===== src/hw/rtl/perlin_noise_fbm_2d_core_macros.svh =====
// ----------------------------------------------------------------------------
// Assertion macros for the fractal noise core
// Same-cycle and next-cycle implication checks, clocked on i_clk and
// disabled while i_rst_n is low. They compile to nothing when SYNTH is set.
// ----------------------------------------------------------------------------
`ifndef PERLIN_NOISE_FBM_2D_CORE_MACROS_SVH
`define PERLIN_NOISE_FBM_2D_CORE_MACROS_SVH
`ifndef SYNTH
// The consequent must hold in the same cycle as the antecedent.
`define PNF_ASSERT_NOW(lbl, ante, cons) \
    lbl: assert property (@(posedge i_clk) disable iff (!i_rst_n) (ante) |-> (cons)) \
        else $error("assertion failed");
// The consequent must hold in the cycle after the antecedent.
`define PNF_ASSERT_NEXT(lbl, ante, cons) \
    lbl: assert property (@(posedge i_clk) disable iff (!i_rst_n) (ante) |=> (cons)) \
        else $error("assertion failed");
`else
`define PNF_ASSERT_NOW(lbl, ante, cons)
`define PNF_ASSERT_NEXT(lbl, ante, cons)
`endif
`endif


===== src/hw/rtl/pnf2d_pkg.sv =====
// ----------------------------------------------------------------------------
// Fractal noise package
// Shared constants, datapath operation codes and controller interface types.
// ----------------------------------------------------------------------------
package pnf2d_pkg;

    // Fixed sizes of the block.
    localparam int TABLE_SIZE      = 256;
    localparam int MAX_OCTAVES_DEF = 8;
    localparam int CFG_IDX_W       = 2;
    localparam int CFG_DATA_W      = 16;

    // Configuration register indexes.
    localparam logic [CFG_IDX_W-1:0] CFG_OCTAVES = 2'd0;
    localparam logic [CFG_IDX_W-1:0] CFG_LACUN   = 2'd1;
    localparam logic [CFG_IDX_W-1:0] CFG_GAIN    = 2'd2;

    // Configuration reset values.
    localparam logic [3:0]  OCTAVES_RST = 4'd4;
    localparam logic [15:0] LACUN_RST   = 16'd8192;
    localparam logic [15:0] GAIN_RST    = 16'd16384;

    // Input mode codes.
    localparam logic MODE_LOAD   = 1'b0;
    localparam logic MODE_SAMPLE = 1'b1;

    // Datapath operation codes.
    localparam int OP_W = 5;
    localparam logic [OP_W-1:0] OP_IDLE  = 5'd0;
    localparam logic [OP_W-1:0] OP_LOAD  = 5'd1;
    localparam logic [OP_W-1:0] OP_START = 5'd2;
    localparam logic [OP_W-1:0] OP_MUL   = 5'd3;
    localparam logic [OP_W-1:0] OP_F1    = 5'd4;
    localparam logic [OP_W-1:0] OP_F2    = 5'd5;
    localparam logic [OP_W-1:0] OP_F3    = 5'd6;
    localparam logic [OP_W-1:0] OP_F4    = 5'd7;
    localparam logic [OP_W-1:0] OP_F5    = 5'd8;
    localparam logic [OP_W-1:0] OP_F6    = 5'd9;
    localparam logic [OP_W-1:0] OP_F7    = 5'd10;
    localparam logic [OP_W-1:0] OP_GRAD  = 5'd11;
    localparam logic [OP_W-1:0] OP_LERPX = 5'd12;
    localparam logic [OP_W-1:0] OP_LERPY = 5'd13;
    localparam logic [OP_W-1:0] OP_TERM  = 5'd14;
    localparam logic [OP_W-1:0] OP_ACC   = 5'd15;
    localparam logic [OP_W-1:0] OP_DCHK  = 5'd16;
    localparam logic [OP_W-1:0] OP_DIV   = 5'd17;
    localparam logic [OP_W-1:0] OP_OUT   = 5'd18;

    // Quotient bits produced by the divider.
    localparam int QUOT_W = 16;
    localparam int BIT_W  = 4;

    // Command from controller to datapath.
    typedef struct packed {
        logic [OP_W-1:0]  op;
        logic [BIT_W-1:0] div_bit;
    } t_cmd;

    // Status from datapath to controller.
    typedef struct packed {
        logic early;
    } t_sts;

endpackage


===== src/hw/rtl/pnf2d_ctrl.sv =====
// ----------------------------------------------------------------------------
// Fractal noise controller
// Sequences table loads, the octave steps, the division and the result hand-off.
// ----------------------------------------------------------------------------
module pnf2d_ctrl
    import pnf2d_pkg::*;
#(
    parameter int MAX_OCTAVES = MAX_OCTAVES_DEF
) (
    input  logic       i_clk,
    input  logic       i_rst_n,
    input  logic       i_in_valid,
    input  logic       i_mode,
    input  logic [3:0] i_octave_count,
    input  logic       i_out_stall,
    input  t_sts       i_sts,
    output t_cmd       o_cmd,
    output logic       o_in_stall,
    output logic       o_out_valid
);

    localparam int OCT_W = $clog2(MAX_OCTAVES + 1);

    localparam logic [4:0] ST_IDLE  = 5'd0;
    localparam logic [4:0] ST_MUL   = 5'd1;
    localparam logic [4:0] ST_F1    = 5'd2;
    localparam logic [4:0] ST_F2    = 5'd3;
    localparam logic [4:0] ST_F3    = 5'd4;
    localparam logic [4:0] ST_F4    = 5'd5;
    localparam logic [4:0] ST_F5    = 5'd6;
    localparam logic [4:0] ST_F6    = 5'd7;
    localparam logic [4:0] ST_F7    = 5'd8;
    localparam logic [4:0] ST_GRAD  = 5'd9;
    localparam logic [4:0] ST_LERPX = 5'd10;
    localparam logic [4:0] ST_LERPY = 5'd11;
    localparam logic [4:0] ST_TERM  = 5'd12;
    localparam logic [4:0] ST_ACC   = 5'd13;
    localparam logic [4:0] ST_DCHK  = 5'd14;
    localparam logic [4:0] ST_DIV   = 5'd15;
    localparam logic [4:0] ST_FIN   = 5'd16;

    logic [4:0]       r_state, n_state;
    logic [OCT_W-1:0] r_oct, n_oct;
    logic [BIT_W-1:0] r_bit, n_bit;
    logic             r_out_valid, n_out_valid;
    logic [4:0]       w_cnt_ext;
    logic [OCT_W-1:0] w_octs;
    logic             w_accept;
    logic             w_out_take;

    // Octave count saturates at the supported maximum.
    assign w_cnt_ext = (5'(i_octave_count) > 5'(MAX_OCTAVES)) ? 5'(MAX_OCTAVES)
                                                             : 5'(i_octave_count);
    assign w_octs    = w_cnt_ext[OCT_W-1:0];

    assign o_in_stall  = (r_state != ST_IDLE);
    assign o_out_valid = r_out_valid;
    assign w_accept    = i_in_valid && (r_state == ST_IDLE);
    assign w_out_take  = r_out_valid && !i_out_stall;

    // Next state and command decode.
    always_comb begin
        n_state     = r_state;
        n_oct       = r_oct;
        n_bit       = r_bit;
        n_out_valid = r_out_valid && !w_out_take;
        o_cmd.op      = OP_IDLE;
        o_cmd.div_bit = r_bit;
        case (r_state)
            ST_IDLE: begin
                if (w_accept) begin
                    if (i_mode == MODE_LOAD) begin
                        o_cmd.op = OP_LOAD;
                    end else begin
                        o_cmd.op = OP_START;
                        n_oct    = '0;
                        n_state  = (w_octs == '0) ? ST_DCHK : ST_MUL;
                    end
                end
            end
            ST_MUL:   begin o_cmd.op = OP_MUL;   n_state = ST_F1;    end
            ST_F1:    begin o_cmd.op = OP_F1;    n_state = ST_F2;    end
            ST_F2:    begin o_cmd.op = OP_F2;    n_state = ST_F3;    end
            ST_F3:    begin o_cmd.op = OP_F3;    n_state = ST_F4;    end
            ST_F4:    begin o_cmd.op = OP_F4;    n_state = ST_F5;    end
            ST_F5:    begin o_cmd.op = OP_F5;    n_state = ST_F6;    end
            ST_F6:    begin o_cmd.op = OP_F6;    n_state = ST_F7;    end
            ST_F7:    begin o_cmd.op = OP_F7;    n_state = ST_GRAD;  end
            ST_GRAD:  begin o_cmd.op = OP_GRAD;  n_state = ST_LERPX; end
            ST_LERPX: begin o_cmd.op = OP_LERPX; n_state = ST_LERPY; end
            ST_LERPY: begin o_cmd.op = OP_LERPY; n_state = ST_TERM;  end
            ST_TERM:  begin o_cmd.op = OP_TERM;  n_state = ST_ACC;   end
            ST_ACC: begin
                o_cmd.op = OP_ACC;
                n_oct    = OCT_W'(r_oct + 1'b1);
                n_state  = (n_oct == w_octs) ? ST_DCHK : ST_MUL;
            end
            ST_DCHK: begin
                o_cmd.op = OP_DCHK;
                n_bit    = BIT_W'(QUOT_W - 1);
                n_state  = i_sts.early ? ST_FIN : ST_DIV;
            end
            ST_DIV: begin
                o_cmd.op = OP_DIV;
                n_bit    = BIT_W'(r_bit - 1'b1);
                if (r_bit == '0) begin
                    n_state = ST_FIN;
                end
            end
            ST_FIN: begin
                // The result register is reloaded only once it is free.
                if (!r_out_valid || w_out_take) begin
                    o_cmd.op    = OP_OUT;
                    n_out_valid = 1'b1;
                    n_state     = ST_IDLE;
                end
            end
            default: n_state = ST_IDLE;
        endcase
    end

    // Control registers.
    always_ff @(posedge i_clk) begin
        if (!i_rst_n) begin
            r_state     <= ST_IDLE;
            r_oct       <= '0;
            r_bit       <= '0;
            r_out_valid <= 1'b0;
        end else begin
            r_state     <= n_state;
            r_oct       <= n_oct;
            r_bit       <= n_bit;
            r_out_valid <= n_out_valid;
        end
    end

endmodule


===== config.mk =====
export PLATFORM = sky130hd
export DESIGN_NAME = pnf2d_ctrl
export DESIGN_NICKNAME = d
export VERILOG_FILES = /design/src/hw/rtl/perlin_noise_fbm_2d_core_macros.svh /design/src/hw/rtl/pnf2d_pkg.sv /design/src/hw/rtl/pnf2d_ctrl.sv
export SDC_FILE = /design/constraint.sdc
export NUM_CORES = 1
export LEC_CHECK = 0
export BUFFER_PORTS_ARGS = -buffer_cell sky130_fd_sc_hd__buf_2
export CORE_MARGIN = 10
export CORE_UTILIZATION = 28
export DETAILED_ROUTE_END_ITERATION = 8
export PLACE_DENSITY = 0.46
export SYNTH_ARGS = -nofsm -noshare
export SYNTH_HDL_FRONTEND = slang
export SYNTH_SLANG_ARGS = --single-unit

===== constraint.sdc =====
create_clock -name i_clk -period 4.24 [get_ports i_clk]
set_input_delay 0.424 -clock i_clk [delete_from_list [all_inputs] [get_ports i_clk]]
set_output_delay 0.424 -clock i_clk [all_outputs]
set_load 0.005 [all_outputs]

==> flow_summary_export.csv, run 1 <==
group,metric,value,unit
final_layout,drive_gt1_share,18.30,%
final_layout,multi_input_area,648.1,um^2
routing,drc,0,
cts,cts_made_buffers,3,
cts,cts_setup_buffers,0,
grt,grt_use_total,8.345,%
timing,drv_slew,0,
grt,grt_start_max_net_pins,21,
yosys,synth_top_area_share,28.32,%
timing,tightestPinTransition,629.0,ps
critical_path,path_buf_inv,1,
cts,clk_pin_slew,90,ps
cts,clock_path_buffers,2,
routing,viasPerCell,5.085,
yosys,synth_top_area_cell,"dfxtp_1",
status,status,"finished clean",
pwr,power_density,345.7,mW/mm^2
yosys,synth_most_common_cell,"nor2_1",
timing,hold_viol,0,
cts,cts_resized,0,
yosys,synth_area_per_cell,7.224,um^2
placed_design,dpl.hpwl,1994,um
cts,cts_hold_buffers,0,
critical_path,critical_path.top_delay_family,"flip-flops",
critical_path,cp.arrival,1740,ps
routing,drtIter0Drc,111,
worst_hold_path,holdCritPathClass,"in2reg",
timing,fmax,461.9,MHz
critical_path,crit_cells,5,
grt,grt_pass1_wl,4402,um
flow_run,maxCapViolCount,0,
final_layout,n_fill_cell,400,
routing,routed_wl,2588,um
final_layout,seq_area,280.3,um^2
final_layout,area_growth,16.06,%
die,die_w,79.45,um
placed_design,place_congestion,0.8030,
cts,cts.sinks,14,
cts,cts_tree,"built",
critical_path,path_class,"reg2out",
pwr,leakagePower,0.4770,nW
yosys,syn_nets,149,
die,die_h,79.45,um
critical_path,cpPeakStageDelay,650,ps
grt,antenna_found_initial,0,
yosys,ys_ff_latch,14,
die,initial_core_util,29.43,%
routing,num_vias,1012,
timing,setup_viol,0,
critical_path,start_kind,"flop",
timing,setup_tns,0,ps
pwr,ir_drop,0.1646,mV
timing,fin_crit_sh,51.06,%
timing,final.min_clock_period,2165,ps
die,dieArea,0.006312,mm^2
yosys,yosysUniqueCellTypes,40,
cts,clk_latency,280,ps
grt,grt_pass1_vias,973,
timing,relSlewSlack,58.01,%
timing,rsz0062_at_grt,"false",
yosys,ys_warn_count,0,
final_layout,antenna_cells,0,
cts,cts-root-buf,"clkbuf_4",
pwr,p_total,0.3970,mW
placed_design,io_buffers,20,
yosys,synth_common_cells,"nor2_1, dfxtp_1, nand2_1",
worst_hold_path,min_path_cells,3,
yosys,synth_ff_type,"dfxtp_1",
routing,drt_pass1_iterations,4,
die,coreArea,0.003363,mm^2
yosys,synthCells,137,
timing,whs,458.4,ps
critical_path,worstSetupEndpointType,"primary output",
die,rows,21,
critical_path,crit_chain,"nor3_1 -> nand3b_1 -> a21oi_1 -> or2_2 -> buf_2",
cts,h-tree-depth,1,
die,num_io_pins,21,
critical_path,r2r_cells,6,
timing,skew,3.382,ps
yosys,synth-seq-area-share,28.32,%
grt,gr-total-overflow,0,
routing,wl_per_cell,13.01,um
yosys,synth_edf_count,0,
routing,antenna_left,0,
yosys,synthesis.area,989.7,um^2
yosys,synth.area.top_cells,"dfxtp_1, nor2_1, a21oi_1, nand2_1, o21ai_0",
yosys,async_reset_ff_share,0,%
critical_path,cp.required,3820,ps
critical_path,worstPathMaxFanout,15,
final_layout,nNetsFinal,166,
critical_path,cp_slowest_cell,"dfxtp_1",
-- layout by cell type, fill, tap and decap left out, types with 2 or more instances in the layout --
| master | n |
|---|---|
| a21oi_1 | 12 |
| a31oi_1 | 4 |
| and4b_1 | 2 |
| buf_2 | 20 |
| clkbuf_4 | 3 |
| dfxtp_1 | 14 |
| ha_1 | 2 |
| inv_1 | 7 |
| nand2_1 | 14 |
| nand2b_1 | 2 |
| nand3_1 | 7 |
| nand4_1 | 2 |
| nor2_1 | 17 |
| nor2b_1 | 3 |
| nor3_1 | 5 |
| nor4_1 | 2 |
| o211a_1 | 2 |
| o21ai_0 | 8 |
| xnor2_1 | 3 |
| xor2_1 | 3 |
-- worst paths after layout --
check / startpoint / end / slack (ps)
worst max-delay path: r_state[1] / o_cmd[8] / 2070
worst min-delay path: i_out_stall / o_out_valid / 460
worst max register to register: r_oct[0] / r_state[0] / 2450
worst min register to register: r_oct[3] / r_oct[3] / 490
-- cell families after synthesis --
family                   after synthesis  share of synthesized area [%]
flip-flops                            14                          28.32
XOR/XNOR                               6                          5.311
AND/OR/NAND/NOR                       61                          31.98
adder cells (fa/ha/maj)                2                          2.528
buffers and inverters                 15                          6.195
AO/OA/AOI/OAI                         39                          25.67
-- flip-flops by register name (all words and copies together) (netlist names) --
register,count
r_bit,4
o_out_valid,1
r_oct,4
r_state,5
-- power by group --
group,switching [mW],internal (mW)
Combinational,0.0611,0.0579
Sequential,0.0387,0.141
Clock,0.0465,0.0522
Total,0.146,0.251
-- layer usage --
layer	global-route usage, %	up-vias	part of all wire, %
li1	-	525	-
met3	3.153	2	4.3
met2	13.35	13	48
met5	0	-	0
met4	1.613	0	0.66
met1	10.38	472	47
-- per-stage QoR --
stage               std cells  instance area [um^2]  utilization, %  setup slack, ps
finish                    199                  1149           34.15             2075
detailed placement        195                  1112           33.07             2389
global route              199                  1149           34.15             1833
floorplan                 137                 989.7               -             2637
global placement          195                  1112           33.07             2429
CTS                       199                  1149           34.15             2068
-- layout make-up --
| cell class | count | share of cell area (%) |
|---|---|---|
| tap | 46 | 5.011 |
| sequential | 14 | 24.40 |
| clock buffer | 4 | 3.159 |
| inverter | 7 | 2.288 |
| timing repair buffer | 20 | 8.715 |
| multi-input combinational | 108 | 56.43 |
-- worst register-to-register path, delay by kind of cell, from the launching register on --
family                   cells  cell delay, ps
flip-flops                   1             450
adder cells (fa/ha/maj)      1             310
XOR/XNOR                     1             220
AND/OR/NAND/NOR              1              70
AO/OA/AOI/OAI                3             690
No activity file was read; power rests on OpenSTA's default activity.
==> run 2, diff against run 1 <==
--- a/config.mk
+++ b/config.mk
@@ -9,7 +9,7 @@
 export CORE_MARGIN = 10
 export CORE_UTILIZATION = 28
 export DETAILED_ROUTE_END_ITERATION = 8
-export PLACE_DENSITY = 0.46
+export PLACE_DENSITY = 0.47
 export SYNTH_ARGS = -nofsm -noshare
 export SYNTH_HDL_FRONTEND = slang
 export SYNTH_SLANG_ARGS = --single-unit
==> constraint.sdc (replaced) <==
create_clock -name i_clk -period 1.75 [get_ports i_clk]
set_input_delay 0.175 -clock i_clk [delete_from_list [all_inputs] [get_ports i_clk]]
set_output_delay 0.175 -clock i_clk [all_outputs]
set_load 0.005 [all_outputs]
==> run 2 against run 1 <==
Compared with the run above:
- cell count grew 3.5%
- register-to-register slack worse by 2400 ps
- worst setup slack got worse by 2000 ps
- non-clock buffer count increased by 8
- clock skew is 1.7 ps higher
==> flow_summary_export.csv, run 2 (synthesis gave the netlist of run 1 again) <==
group,metric,value,unit
status,status,"finished clean",
critical_path,cp.required,1570,ps
cts,clock_path_buffers,2,
critical_path,critical_path.top_delay_family,"simple AND/OR/NAND/NOR gates",
timing,setup_viol,0,
worst_hold_path,holdCritPathClass,"in2reg",
timing,final.min_clock_period,1679,ps
grt,gr-total-overflow,0,
timing,skew,5.126,ps
pwr,ir_drop,0.3272,mV
final_layout,seq_area,294.0,um^2
timing,hold_viol,0,
cts,clk_pin_slew,90,ps
routing,viasPerCell,5.184,
placed_design,io_buffers,20,
cts,h-tree-depth,1,
timing,fmax,595.7,MHz
timing,drv_slew,0,
final_layout,final_cell_mix,"buf_2, nor2_1, nand2_1",
final_layout,largestRegisters,"r_state (5), r_bit (4), r_oct (4)",
placed_design,dpl.hpwl,2087,um
pwr,power_density,816.7,mW/mm^2
die,initial_core_util,29.43,%
die,coreArea,0.003363,mm^2
grt,grt_pass1_wl,4581,um
die,num_io_pins,21,
routing,drtIter0Drc,50,
final_layout,largest_register,"r_state",
timing,setup_tns,0,ps
final_layout,n_fill_cell,390,
routing,drc,0,
final_layout,finalNonFillerCells,206,
cts,cts_hold_buffers,0,
routing,drt_pass1_iterations,4,
critical_path,cp.arrival,1500,ps
timing,tightestPinTransition,476.6,ps
final_layout,multi_input_area,676.9,um^2
critical_path,path_buf_inv,2,
final_layout,layout_commonest_cell,"buf_2",
die,die_h,79.45,um
routing,wl_per_cell,13.32,um
routing,routed_wl,2743,um
final_layout,area_growth,26.30,%
final_layout,nNetsFinal,174,
placed_design,post-place-ws,154.7,ps
critical_path,start_kind,"flop",
cts,cts_made_buffers,3,
final_layout,antenna_cells,0,
critical_path,worstSetupEndpointType,"primary output",
routing,antenna_left,0,
critical_path,worstPathMaxFanout,12,
routing,num_vias,1068,
cts,cts-root-buf,"clkbuf_4",
cts,cts_tree,"built",
final_layout,final_core_util,37.17,%
final_layout,largest_reg_flops,5,
flow_run,maxCapViolCount,0,
die,rows,21,
critical_path,cp_slowest_cell,"dfxtp_2",
final_layout,drive_gt1_share,26.88,%
pwr,leakagePower,0.5292,nW
timing,fin_crit_sh,95.93,%
critical_path,crit_chain,"and4b_1 -> buf_4 -> or2_2 -> buf_2",
timing,worst_slack,71.21,ps
placed_design,place_area,0.001170,mm^2
die,dieArea,0.006312,mm^2
cts,clk_latency,290,ps
critical_path,path_class,"reg2out",
critical_path,cpPeakStageDelay,410,ps
placed_design,place_congestion,0.7568,
critical_path,reg2reg_slack,100,ps
grt,grt_use_total,8.841,%
placed_design,dp_cells,201,
timing,rsz0062_at_grt,"false",
grt,antenna_found_initial,0,
die,die_w,79.45,um
grt,grt_start_max_net_pins,13,
final_layout,final_cell_area,0.001250,mm^2
grt,grt_pass1_vias,1000,
cts,cts.sinks,14,
timing,relSlewSlack,67.93,%
## run 2: cell types whose count changed in the layout (fill, tap and decap cells not counted), sizes merged
| cell | before | now |
|---|---|---|
| clkbuf | 4 | 3 |
| buf | 20 | 28 |
## run 2: final timing paths
path	startpoint	endpoint	depth (start not counted)
max reg2reg	r_oct[1]	r_state[0]	6
max	r_state[1]	o_cmd[8]	4
min	i_out_stall	o_out_valid	3
min reg2reg	r_oct[3]	r_oct[3]	1
## run 2: through the flow
stage,power [mW],hold WS [ps]
floorplan,0.6278,350.8
global placement,0.7830,477.4
detailed placement,0.7837,478.4
CTS,1.005,209.3
global route,1.107,218.0
finish,1.021,228.2
## run 2: area by class of cell
cell class | count | area share (%)
clock buffers | 3 | 1.802
inverters | 7 | 2.102
multi-input cells | 108 | 54.15
flip-flops and latches | 14 | 23.52
well taps | 46 | 4.605
repair buffers | 28 | 13.81
## run 2: metal layers
metal | share of wire [%] | track usage (%) | vias up
met5 | 0 | 0 | -
met4 | 0.51 | 3.047 | 0
met3 | 3.4 | 3.153 | 2
met2 | 51 | 15.37 | 14
met1 | 45 | 9.655 | 507
li1 | - | - | 545
## run 2: worst register-to-register path: stages, from the launching register on
cell	delay [ps]
dfxtp_1	400
ha_1	210
xor2_1	200
nor3_1	70
a311o_1	360
a31o_1	240
a21oi_2	110
## run 2: where the power goes
group	internal (mW)	total (mW)	switching, mW
logic	0.207	0.401	0.194
clock network	0.0800	0.192	0.112
registers	0.349	0.428	0.0791
total	0.636	1.02	0.385
## run 2: what timing repair did
item | CTS | global route
setup endpoints to repair | 2 | 2
pin swaps | 1 | 2
buffers inserted | 0 | 2
gates resized for setup | 7 | 6
